## config.mk

```make
export PLATFORM = sky130hd
export DESIGN_NAME = linear_recurrence_mod_power
export DESIGN_NICKNAME = d
export VERILOG_FILES = /design/src/rtl/lrmp_pkg.sv /design/src/rtl/lrmp_modmul.sv /design/src/rtl/lrmp_datapath.sv /design/src/rtl/lrmp_ctrl.sv /design/src/rtl/linear_recurrence_mod_power.sv
export SDC_FILE = /design/constraint.sdc
export NUM_CORES = 2
export LEC_CHECK = 0
export BUFFER_PORTS_ARGS = -buffer_cell sky130_fd_sc_hd__buf_2
export CORE_MARGIN = 2
export CORE_UTILIZATION = 45
export DETAILED_ROUTE_END_ITERATION = 12
export PLACE_DENSITY_LB_ADDON = 0.05
export SLEW_MARGIN = 20
export SYNTH_ARGS = -nofsm -noshare
export SYNTH_HDL_FRONTEND = slang
export SYNTH_HIERARCHICAL = 1
export SYNTH_SLANG_ARGS = --single-unit
export TNS_END_PERCENT = 20
```

## constraint.sdc

```tcl
create_clock -name clk -period 10.9 [get_ports clk]
set_input_delay 2.18 -clock clk [delete_from_list [all_inputs] [get_ports clk]]
set_output_delay 2.18 -clock clk [all_outputs]
set_load 0.02 [all_outputs]
```

## src/rtl/lrmp_pkg.sv

```systemverilog
package lrmp_pkg;

  localparam int RES_W          = 16;
  localparam int IN_W           = 16;
  localparam int OUT_W          = 14;
  localparam int PROD_W         = 32;
  localparam int OP_W           = 3;
  localparam int DEF_MODULUS    = 10000;
  localparam int DEF_INDEX_BITS = 32;

  localparam logic [OP_W-1:0] OP_LAST_LOAD = 3'd3;
  localparam logic [OP_W-1:0] OP_LAST_MAT  = 3'd7;
  localparam logic [OP_W-1:0] OP_LAST_FIN  = 3'd1;

  typedef logic [RES_W-1:0] res_t;
  typedef res_t [3:0] mat_t;

  typedef enum logic [1:0] {
    MODE_LOAD,
    MODE_AB,
    MODE_BB,
    MODE_FIN
  } mode_t;

  typedef enum logic [3:0] {
    ST_IDLE,
    ST_LOAD,
    ST_LOAD_WAIT,
    ST_BIT,
    ST_MUL_AB,
    ST_WAIT_AB,
    ST_STEP,
    ST_MUL_BB,
    ST_WAIT_BB,
    ST_FIN,
    ST_WAIT_FIN,
    ST_DONE
  } state_t;

  typedef struct packed {
    mode_t           mode;
    logic [OP_W-1:0] op;
  } tag_t;

  typedef struct packed {
    logic            capture;
    logic            issue;
    mode_t           mode;
    logic [OP_W-1:0] op;
    logic            shift;
    logic            take_small;
  } cmd_t;

  typedef struct packed {
    logic pipe_busy;
    logic e_lsb;
    logic e_last;
    logic k_small;
  } status_t;

endpackage

```

## src/rtl/lrmp_modmul.sv

```systemverilog
module lrmp_modmul
  import lrmp_pkg::*;
#(
  parameter int MODULUS = DEF_MODULUS
) (
  input  logic clk,
  input  logic rst,
  input  logic in_valid,
  input  tag_t in_tag,
  input  res_t in_a,
  input  res_t in_b,
  output logic out_valid,
  output tag_t out_tag,
  output res_t out_res,
  output logic busy
);

  // Reciprocal for the quotient estimate; the estimate is low by at most one.
  localparam logic [63:0]       MU_WIDE = 64'h1_0000_0000 / 64'(MODULUS);
  localparam logic [PROD_W-1:0] MU      = MU_WIDE[PROD_W-1:0];
  localparam logic [PROD_W-1:0] MOD_P   = PROD_W'(MODULUS);
  localparam logic [RES_W:0]    MOD_X   = (RES_W+1)'(MODULUS);

  logic              v1, v2, v3, v4;
  tag_t              t1, t2, t3, t4;
  logic [PROD_W-1:0] x1, x2, x3;
  logic [PROD_W-1:0] q2, qm3;
  res_t              r4;

  logic [2*PROD_W-1:0] mu_prod;
  logic [PROD_W-1:0]   diff;
  logic [RES_W:0]      rem;

  assign mu_prod = {{PROD_W{1'b0}}, x1} * {{PROD_W{1'b0}}, MU};
  assign diff    = x3 - qm3;
  assign rem     = diff[RES_W:0];

  always_ff @(posedge clk) begin
    if (rst) begin
      v1 <= 1'b0;
      v2 <= 1'b0;
      v3 <= 1'b0;
      v4 <= 1'b0;
    end else begin
      v1 <= in_valid;
      v2 <= v1;
      v3 <= v2;
      v4 <= v3;
    end
  end

  always_ff @(posedge clk) begin
    t1  <= in_tag;
    x1  <= PROD_W'(in_a) * PROD_W'(in_b);
    t2  <= t1;
    x2  <= x1;
    q2  <= mu_prod[2*PROD_W-1:PROD_W];
    t3  <= t2;
    x3  <= x2;
    qm3 <= q2 * MOD_P;
    t4  <= t3;
    r4  <= (rem >= MOD_X) ? RES_W'(rem - MOD_X) : rem[RES_W-1:0];
  end

  assign out_valid = v4;
  assign out_tag   = t4;
  assign out_res   = r4;
  assign busy      = v1 | v2 | v3 | v4;

endmodule

```

## src/rtl/lrmp_datapath.sv

```systemverilog
module lrmp_datapath
  import lrmp_pkg::*;
#(
  parameter int MODULUS    = DEF_MODULUS,
  parameter int INDEX_BITS = DEF_INDEX_BITS
) (
  input  logic                  clk,
  input  logic                  rst,
  input  cmd_t                  cmd,
  output status_t               status,
  input  logic [IN_W-1:0]       first_term,
  input  logic [IN_W-1:0]       second_term,
  input  logic [IN_W-1:0]       coef_prev,
  input  logic [IN_W-1:0]       coef_prev2,
  input  logic [INDEX_BITS-1:0] term_index,
  output logic [OUT_W-1:0]      term_value
);

  localparam res_t           ONE_MOD = RES_W'(1 % MODULUS);
  localparam logic [RES_W:0] MOD_X   = (RES_W+1)'(MODULUS);

  res_t raw_a0, raw_a1, raw_p, raw_q;
  res_t a0, a1;
  mat_t acc, base;
  res_t [2:0] newm;
  res_t partial;
  res_t result;
  logic [INDEX_BITS-1:0] e;
  logic k_small, k_one;

  mat_t mat_a, mat_b, fin_b;
  res_t opa, opb;

  logic mm_valid, mm_busy;
  tag_t mm_tag;
  res_t mm_res;

  logic [RES_W:0] sum;
  res_t entry;

  assign fin_b = {{RES_W{1'b0}}, a0, {RES_W{1'b0}}, a1};

  always_comb begin
    mat_a = acc;
    mat_b = base;
    case (cmd.mode)
      MODE_AB: begin
        mat_a = acc;
        mat_b = base;
      end
      MODE_BB: begin
        mat_a = base;
        mat_b = base;
      end
      MODE_FIN: begin
        mat_a = acc;
        mat_b = fin_b;
      end
      default: begin
        mat_a = acc;
        mat_b = base;
      end
    endcase
  end

  // Op code {row, column, term}: term t of entry (row, column); in load mode it selects the raw input.
  always_comb begin
    opa = '0;
    opb = '0;
    if (cmd.mode == MODE_LOAD) begin
      opb = RES_W'(1);
      case (cmd.op)
        3'd0:    opa = raw_a0;
        3'd1:    opa = raw_a1;
        3'd2:    opa = raw_p;
        3'd3:    opa = raw_q;
        default: opa = '0;
      endcase
    end else begin
      case (cmd.op)
        3'd0: begin opa = mat_a[0]; opb = mat_b[0]; end
        3'd1: begin opa = mat_a[1]; opb = mat_b[2]; end
        3'd2: begin opa = mat_a[0]; opb = mat_b[1]; end
        3'd3: begin opa = mat_a[1]; opb = mat_b[3]; end
        3'd4: begin opa = mat_a[2]; opb = mat_b[0]; end
        3'd5: begin opa = mat_a[3]; opb = mat_b[2]; end
        3'd6: begin opa = mat_a[2]; opb = mat_b[1]; end
        3'd7: begin opa = mat_a[3]; opb = mat_b[3]; end
        default: begin opa = '0; opb = '0; end
      endcase
    end
  end

  lrmp_modmul #(
    .MODULUS(MODULUS)
  ) u_modmul (
    .clk      (clk),
    .rst      (rst),
    .in_valid (cmd.issue),
    .in_tag   ({cmd.mode, cmd.op}),
    .in_a     (opa),
    .in_b     (opb),
    .out_valid(mm_valid),
    .out_tag  (mm_tag),
    .out_res  (mm_res),
    .busy     (mm_busy)
  );

  assign sum   = {1'b0, partial} + {1'b0, mm_res};
  assign entry = (sum >= MOD_X) ? RES_W'(sum - MOD_X) : sum[RES_W-1:0];

  always_ff @(posedge clk) begin
    if (cmd.capture) begin
      raw_a0  <= first_term;
      raw_a1  <= second_term;
      raw_p   <= coef_prev;
      raw_q   <= coef_prev2;
      acc     <= {ONE_MOD, {RES_W{1'b0}}, {RES_W{1'b0}}, ONE_MOD};
      base[2] <= ONE_MOD;
      base[3] <= '0;
      e       <= term_index - INDEX_BITS'(1);
      k_small <= (term_index[INDEX_BITS-1:1] == '0);
      k_one   <= term_index[0];
    end
    if (cmd.shift) begin
      e <= e >> 1;
    end
    if (cmd.take_small) begin
      result <= k_one ? a1 : a0;
    end
    if (mm_valid) begin
      if (mm_tag.mode == MODE_LOAD) begin
        case (mm_tag.op)
          3'd0:    a0      <= mm_res;
          3'd1:    a1      <= mm_res;
          3'd2:    base[0] <= mm_res;
          3'd3:    base[1] <= mm_res;
          default: ;
        endcase
      end else if (!mm_tag.op[0]) begin
        partial <= mm_res;
      end else if (mm_tag.mode == MODE_FIN) begin
        result <= entry;
      end else if (mm_tag.op[2:1] != 2'd3) begin
        newm[mm_tag.op[2:1]] <= entry;
      end else if (mm_tag.mode == MODE_AB) begin
        // All operand reads are issued before the last entry returns.
        acc <= {entry, newm[2], newm[1], newm[0]};
      end else begin
        base <= {entry, newm[2], newm[1], newm[0]};
      end
    end
  end

  assign status.pipe_busy = mm_busy;
  assign status.e_lsb     = e[0];
  assign status.e_last    = (e[INDEX_BITS-1:1] == '0);
  assign status.k_small   = k_small;

  assign term_value = result[OUT_W-1:0];

endmodule

```

## src/rtl/lrmp_ctrl.sv

```systemverilog
module lrmp_ctrl
  import lrmp_pkg::*;
(
  input  logic    clk,
  input  logic    rst,
  input  logic    start,
  input  status_t status,
  output cmd_t    cmd,
  output logic    busy,
  output logic    done
);

  state_t          state, state_next;
  logic [OP_W-1:0] op_cnt, op_cnt_next;

  always_ff @(posedge clk) begin
    if (rst) begin
      state  <= ST_IDLE;
      op_cnt <= '0;
    end else begin
      state  <= state_next;
      op_cnt <= op_cnt_next;
    end
  end

  always_comb begin
    state_next  = state;
    op_cnt_next = op_cnt;
    cmd         = '0;
    cmd.mode    = MODE_LOAD;
    cmd.op      = op_cnt;
    done        = 1'b0;
    case (state)
      ST_IDLE: begin
        if (start) begin
          cmd.capture = 1'b1;
          op_cnt_next = '0;
          state_next  = ST_LOAD;
        end
      end
      ST_LOAD: begin
        cmd.issue = 1'b1;
        cmd.mode  = MODE_LOAD;
        if (op_cnt == OP_LAST_LOAD) begin
          op_cnt_next = '0;
          state_next  = ST_LOAD_WAIT;
        end else begin
          op_cnt_next = op_cnt + 1'b1;
        end
      end
      ST_LOAD_WAIT: begin
        if (!status.pipe_busy) begin
          if (status.k_small) begin
            cmd.take_small = 1'b1;
            state_next     = ST_DONE;
          end else begin
            state_next = ST_BIT;
          end
        end
      end
      ST_BIT: begin
        state_next = status.e_lsb ? ST_MUL_AB : ST_STEP;
      end
      ST_MUL_AB: begin
        cmd.issue = 1'b1;
        cmd.mode  = MODE_AB;
        if (op_cnt == OP_LAST_MAT) begin
          op_cnt_next = '0;
          state_next  = ST_WAIT_AB;
        end else begin
          op_cnt_next = op_cnt + 1'b1;
        end
      end
      ST_WAIT_AB: begin
        if (!status.pipe_busy) begin
          state_next = ST_STEP;
        end
      end
      ST_STEP: begin
        cmd.shift  = 1'b1;
        state_next = status.e_last ? ST_FIN : ST_MUL_BB;
      end
      ST_MUL_BB: begin
        cmd.issue = 1'b1;
        cmd.mode  = MODE_BB;
        if (op_cnt == OP_LAST_MAT) begin
          op_cnt_next = '0;
          state_next  = ST_WAIT_BB;
        end else begin
          op_cnt_next = op_cnt + 1'b1;
        end
      end
      ST_WAIT_BB: begin
        if (!status.pipe_busy) begin
          state_next = ST_BIT;
        end
      end
      ST_FIN: begin
        cmd.issue = 1'b1;
        cmd.mode  = MODE_FIN;
        if (op_cnt == OP_LAST_FIN) begin
          op_cnt_next = '0;
          state_next  = ST_WAIT_FIN;
        end else begin
          op_cnt_next = op_cnt + 1'b1;
        end
      end
      ST_WAIT_FIN: begin
        if (!status.pipe_busy) begin
          state_next = ST_DONE;
        end
      end
      ST_DONE: begin
        done       = 1'b1;
        state_next = ST_IDLE;
      end
      default: begin
        state_next = ST_IDLE;
      end
    endcase
  end

  assign busy = (state != ST_IDLE);

endmodule

```

## src/rtl/linear_recurrence_mod_power.sv

```systemverilog
// Channel   Handshake           Payload
// --------  ------------------  ------------------------------------------------
// input     start, busy         first_term, second_term, coef_prev, coef_prev2,
//                               term_index
// result    done (one cycle)    term_value
//
// A transfer in is taken when start is high and busy is low; busy stays high until
// the cycle after done, which marks term_value for one cycle (no stall possible).
// Loading first reduces the four raw inputs in the multiplier; each bit of k-1 then takes
// a test state, a shift state and up to two 2x2 matrix products of 8 multiplier issues
// and a pipeline drain each. The final row product and done end the item; indices
// 0 and 1 go from loading straight to done. Synchronous reset idles the controller.
module linear_recurrence_mod_power
  import lrmp_pkg::*;
#(
  parameter int MODULUS    = DEF_MODULUS,
  parameter int INDEX_BITS = DEF_INDEX_BITS
) (
  input  logic                  clk,
  input  logic                  rst,
  input  logic                  start,
  output logic                  busy,
  input  logic [IN_W-1:0]       first_term,
  input  logic [IN_W-1:0]       second_term,
  input  logic [IN_W-1:0]       coef_prev,
  input  logic [IN_W-1:0]       coef_prev2,
  input  logic [INDEX_BITS-1:0] term_index,
  output logic                  done,
  output logic [OUT_W-1:0]      term_value
);

  cmd_t    cmd;
  status_t status;

  lrmp_ctrl u_ctrl (
    .clk   (clk),
    .rst   (rst),
    .start (start),
    .status(status),
    .cmd   (cmd),
    .busy  (busy),
    .done  (done)
  );

  lrmp_datapath #(
    .MODULUS   (MODULUS),
    .INDEX_BITS(INDEX_BITS)
  ) u_datapath (
    .clk        (clk),
    .rst        (rst),
    .cmd        (cmd),
    .status     (status),
    .first_term (first_term),
    .second_term(second_term),
    .coef_prev  (coef_prev),
    .coef_prev2 (coef_prev2),
    .term_index (term_index),
    .term_value (term_value)
  );

endmodule

```

Word level (Yosys, flattened, before mapping):

Index checks and enable logic that the tools add are counted.
Widths: inputs -> output; s select.

* add/subtract/negate cells: 6
* multiply operators: 3
* order comparisons: 4
* eq/ne operators: 40
* muxes and demuxes: 63
* bitwise operators: 6
* reductions and logical operators: 29

Operators with widths (number)
* $mux 64: 14
* $mux 16: 13
* $pmux 16 s4: 3
* $mux 32: 3
* $logic_not 31->1: 2
* $mux 31: 2
* $bwmux 48: 1
* $mul 32x16->48 const B: 1
* $mux 4: 11
* $pmux 4 s11: 1
* $ge 17x14->1 const B: 2
* $demux 16 s2: 1
* $mul 16x16->32: 1
* $sub 16x14->16 const B: 2
* $sub 32x1->32 const B: 1
* $pmux 3 s4: 2
* $mul 19x10->13 const B: 1
* $reduce_or 2->1: 9
* $add 16x16->17: 1
* $sub 17x17->17: 1
* $eq 4x3->1 const B: 4
* $eq 4x4->1 const B: 4
* $ne 2x2->1 const B: 8
* $ne 2x1->1 const B: 7
* 26 further kinds: 56

* bits in registers: 483
* input bits: 99
* output and inout port bits: 16

Logic depth before layout (Yosys ltp):

* word-level depth: 10
* depth in mapped cells: 36
* mapped depth without buffers: 31

Modules after synthesis:

Netlist, hierarchy kept.

Modules (own cells, without submodules)
* lrmp_modmul: instances 1, cells each 2074, area each 20762.4 um^2, seq. area each 2642.5 um^2
* lrmp_datapath: instances 1, cells each 1544, area each 16335.7 um^2, seq. area each 8978.6 um^2
* lrmp_ctrl: instances 1, cells each 98, area each 784.5 um^2, seq. area each 140.1 um^2

Worst setup path after synthesis:

No wires, ideal clock.

* kind: flip-flop to flip-flop
* from: reg u_ctrl.state[2]
* to: reg u_datapath.u_modmul.x1[29]
* setup time: 63 ps
* data arrival time: 8272 ps
* slack: 2566 ps
* stages on the path, launching flop included: 33
* cells stage by stage: dfxtp_1 > buf_6 > inv_1 > or3_1 > a21boi_0 > and2_1 > clkbuf_1 > buf_1 > nand2_1 > a21oi_1 > a21oi_1 > a221oi_1 > clkbuf_1 > nand2_1 > fa_1 > fa_1 > inv_1 > fa_1 > fa_1 > fa_1 > inv_1 > fa_1 > inv_1 > ha_1 > a21o_1 > a21o_1 > a221oi_2 > o211ai_1 > a22o_1 > a41oi_2 > a21oi_2 > or4b_1 > nand3_1

RTL lines
* start: declaration: RTL line lrmp_ctrl.sv:13 `state_t state, state_next;`
* start signal: assignment: RTL line lrmp_ctrl.sv:21 `state <= state_next;`
* end signal: assignment: RTL line lrmp_modmul.sv:54 `x1 <= PROD_W'(in_a) * PROD_W'(in_b);`
* end: declaration: RTL line lrmp_modmul.sv:26 `logic [PROD_W-1:0] x1, x2, x3;`

==> results.md <==
- Clock sinks: 475
- Synth Register Bits: 475
- DRT Pass-1 Iters: 6
- Skew-Pair Late Insertion Delay: 0.62 ns
- Outcome: complete, no violations
- Yosys cell types: 100
- Area contributors post-synth: fa_1 22%, edfxtp_1 18%, dfxtp_1 13%, ha_1 10%, inv_1 5.6%
- Final WL: 104.5 mm
- Vias: 26,782
- Post-CTS Resized: 0
- Initial antenna violation count: 5
- Initial core utilization: 0.4534
- Die ar.: 86,520 um2
- Area delta synth->final: 9.691%
- GPL Wtd Cong: 0.8799
- Longest Clk Path Bufs: 3
- Post-Syn Area: 37,880 um2
- Setup tns final: 0 ns
- Drt drc: 0
- Worst rel slew slack: 0.2572
- CTS buffer count: 55
- Fill count: 7,650
- Die extent in x: 294.1 um
- Area occupied by multi-input gates: 23,450 um2
- ANT nets after route: 0
- WS Path Type: reg2reg
- Hold Path Class: reg2reg
- Slew Viols, Final: 0
- Worst stage delay on the critical path: 0.79 ns
- Sequential area share after synthesis: 0.3105
- Buf/Inv on CP: 6
- Layout Nets: 4,616
- I/O pin cnt: 115
- Placement row count: 106
- Clk root buf: clkbuf_16
- First-pass GRT wire length: 165.8 mm
- Hold Vio Cnt, Final: 0
- TritonCTS clock tree: built
- Fin crit share: 0.9392
- FFs w/ async S/R, synth: 0
- Worst-Margin Slew: 1.111 ns
- PortBufs: 114
- CTS clock-pin slew for the worst setup and hold paths: 0.06 ns
- Cell taking the most area after synthesis: fa_1
- Ratio of cells with drive above 1 in the final layout: 0.09663
- Global Route Usage Sum: 0.2481
- Vias per cell: 5.453
- Sequential cell area: 11,770 um2
- Setup violators final: 0
- Required @ worst endpoint: 11.44 ns
- Most common cell after layout, fill and taps aside: inv_1
- Worst Hold Launch: u_datapath/u_modmul/x2[5]
- Max-cap viol count: 0
- Core Region: 83,560 um2
- Pin count of the biggest net entering global routing: 92
- Fmax: 97.68 MHz
- Worst R2R Setup Slack: 0.66 ns
- Synth warn: 6
- Top-area cell type share of the netlist area: 0.2241
- Critical path capture point type: flip-flop
- Slowest stage cell, crit path: dfxtp_1
- Die height: 294.1 um
- Syn nets: 4,550
- Post-synth EDFFs: 225
- RSZ-0062 raised after global routing: false
- Vias in the first global route: 28,194
- Total grt overflow: 0
- Most frequent CP cell: fa_1
- Crit-path leading delay family: adder cells
- Most frequent cells in the layout: 566 x inv_1, 442 x nand2_1, 424 x fa_1
- Setup Buffers After CTS: 0
- Maximum level of the CTS H-tree: 2
- DRT iter0 DRCs: 1,946
- Worst-path fanout max: 22
- R2R Path Start: u_ctrl/state[0]
- Post-Synthesis Cells: 3,716
- Final worst path period need: 10.24 ns
- CP Launch Point: u_ctrl/state[0]
- Post-DP HPWL: 80.33 mm
- Most used DFF post-synth: dfxtp_1
- Layout Skew: 0.02534 ns
- CP Data Arrival Time: 10.78 ns
- Cts hold-fix bufs: 0
- Drt wl/cell: 21.28 um
- Syn avg cell area: 10.19 um2
- CP Launch Type: flip-flop
-- kinds of logic after synthesis --
group / synth area share
AOI/OAI and AO/OA: 0.1101
xor gates and xnor gates: 0.02949
adders and majority gates: 0.3268
buffers and inverters: 0.07388
DFF: 0.3105
muxes: 0.02362
and+or+nand+nor: 0.1257
-- area by class of cell --
class                           instances  share of cell area
Antenna cell                            2           0.0001204
Clock buffer                           82             0.03878
Clock inverter                         22            0.005721
Inverter                              567             0.05122
Multi-Input combinational cell       2513              0.5644
Sequential cell                       475              0.2832
Tap cell                             1080             0.03252
Timing Repair Buffer                  170             0.02403
-- sequential cells by signal, indices dropped and copies added, names as in the netlist, 17 cells and up --
register / cells
u_datapath/u_modmul/x1: 32
u_datapath/u_modmul/x3: 17
u_datapath/base: 64
u_datapath/newm: 48
u_datapath/acc: 64
u_datapath/e: 32
u_datapath/u_modmul/x2: 17
-- synth_stat cells (5+ instances only) --
cell and count:
clkbuf_1 135, a22o_1 34, nand4_1 15, a221oi_1 33
nor2b_1 31, and3_1 12, inv_1 566, xor2_1 39
nand2b_1 8, nor2_1 95, or3_1 8, mux4_2 16
or2_2 12, o31a_1 5, buf_4 6, nand3_1 28
nor3_1 40, nand2_1 443, mux2i_1 32, o21ai_1 9
ha_1 311, and2_1 128, o31ai_1 7, o21bai_1 9
a21oi_2 7, mux2_2 19, xnor2_1 83, buf_6 5
nand3b_1 92, a21oi_1 138, fa_1 424, o22ai_1 15
o211ai_1 19, edfxtp_1 225, o221ai_1 5, dfxtp_1 250
nor4_1 17, a21o_1 44, nor3b_1 5, o21a_1 18
buf_1 10, o21ai_0 205, a211oi_1 15
-- final timing paths --
path,to,depth (start not counted)
setup / recovery,u_datapath/u_modmul/x1[29],31
hold / removal,u_datapath/u_modmul/x3[5],0
setup reg to reg,u_datapath/u_modmul/x1[29],31
hold reg to reg,u_datapath/u_modmul/x3[5],0
-- stage by stage --
step,std cells,hold slack [ns],util,instance area (um2),setup WS (ns)
floorplan,3716,0.3096,-,37880,2.566
global placement,4804,0.3100,0.4748,39670,0.8730
detailed placement,4805,0.3121,0.4751,39700,0.8641
CTS,4909,0.3132,0.4973,41550,0.8032
global route,4909,0.3214,0.4973,41550,0.2627
finish,4911,0.3185,0.4973,41550,0.6629
-- metal layers --
| layer | global-route usage | wire, um | vias to the layer above |
|---|---|---|---|
| li1 | - | - | 12489 |
| met1 | 0.3620 | 49290 | 13459 |
| met2 | 0.3977 | 47670 | 711 |
| met3 | 0.03323 | 5790 | 115 |
| met4 | 0.04492 | 1696 | 8 |
| met5 | 0 | 68 | - |
Power is not shown: default switching activity piles up to over one toggle a cycle in this logic, so the estimate is an artifact.
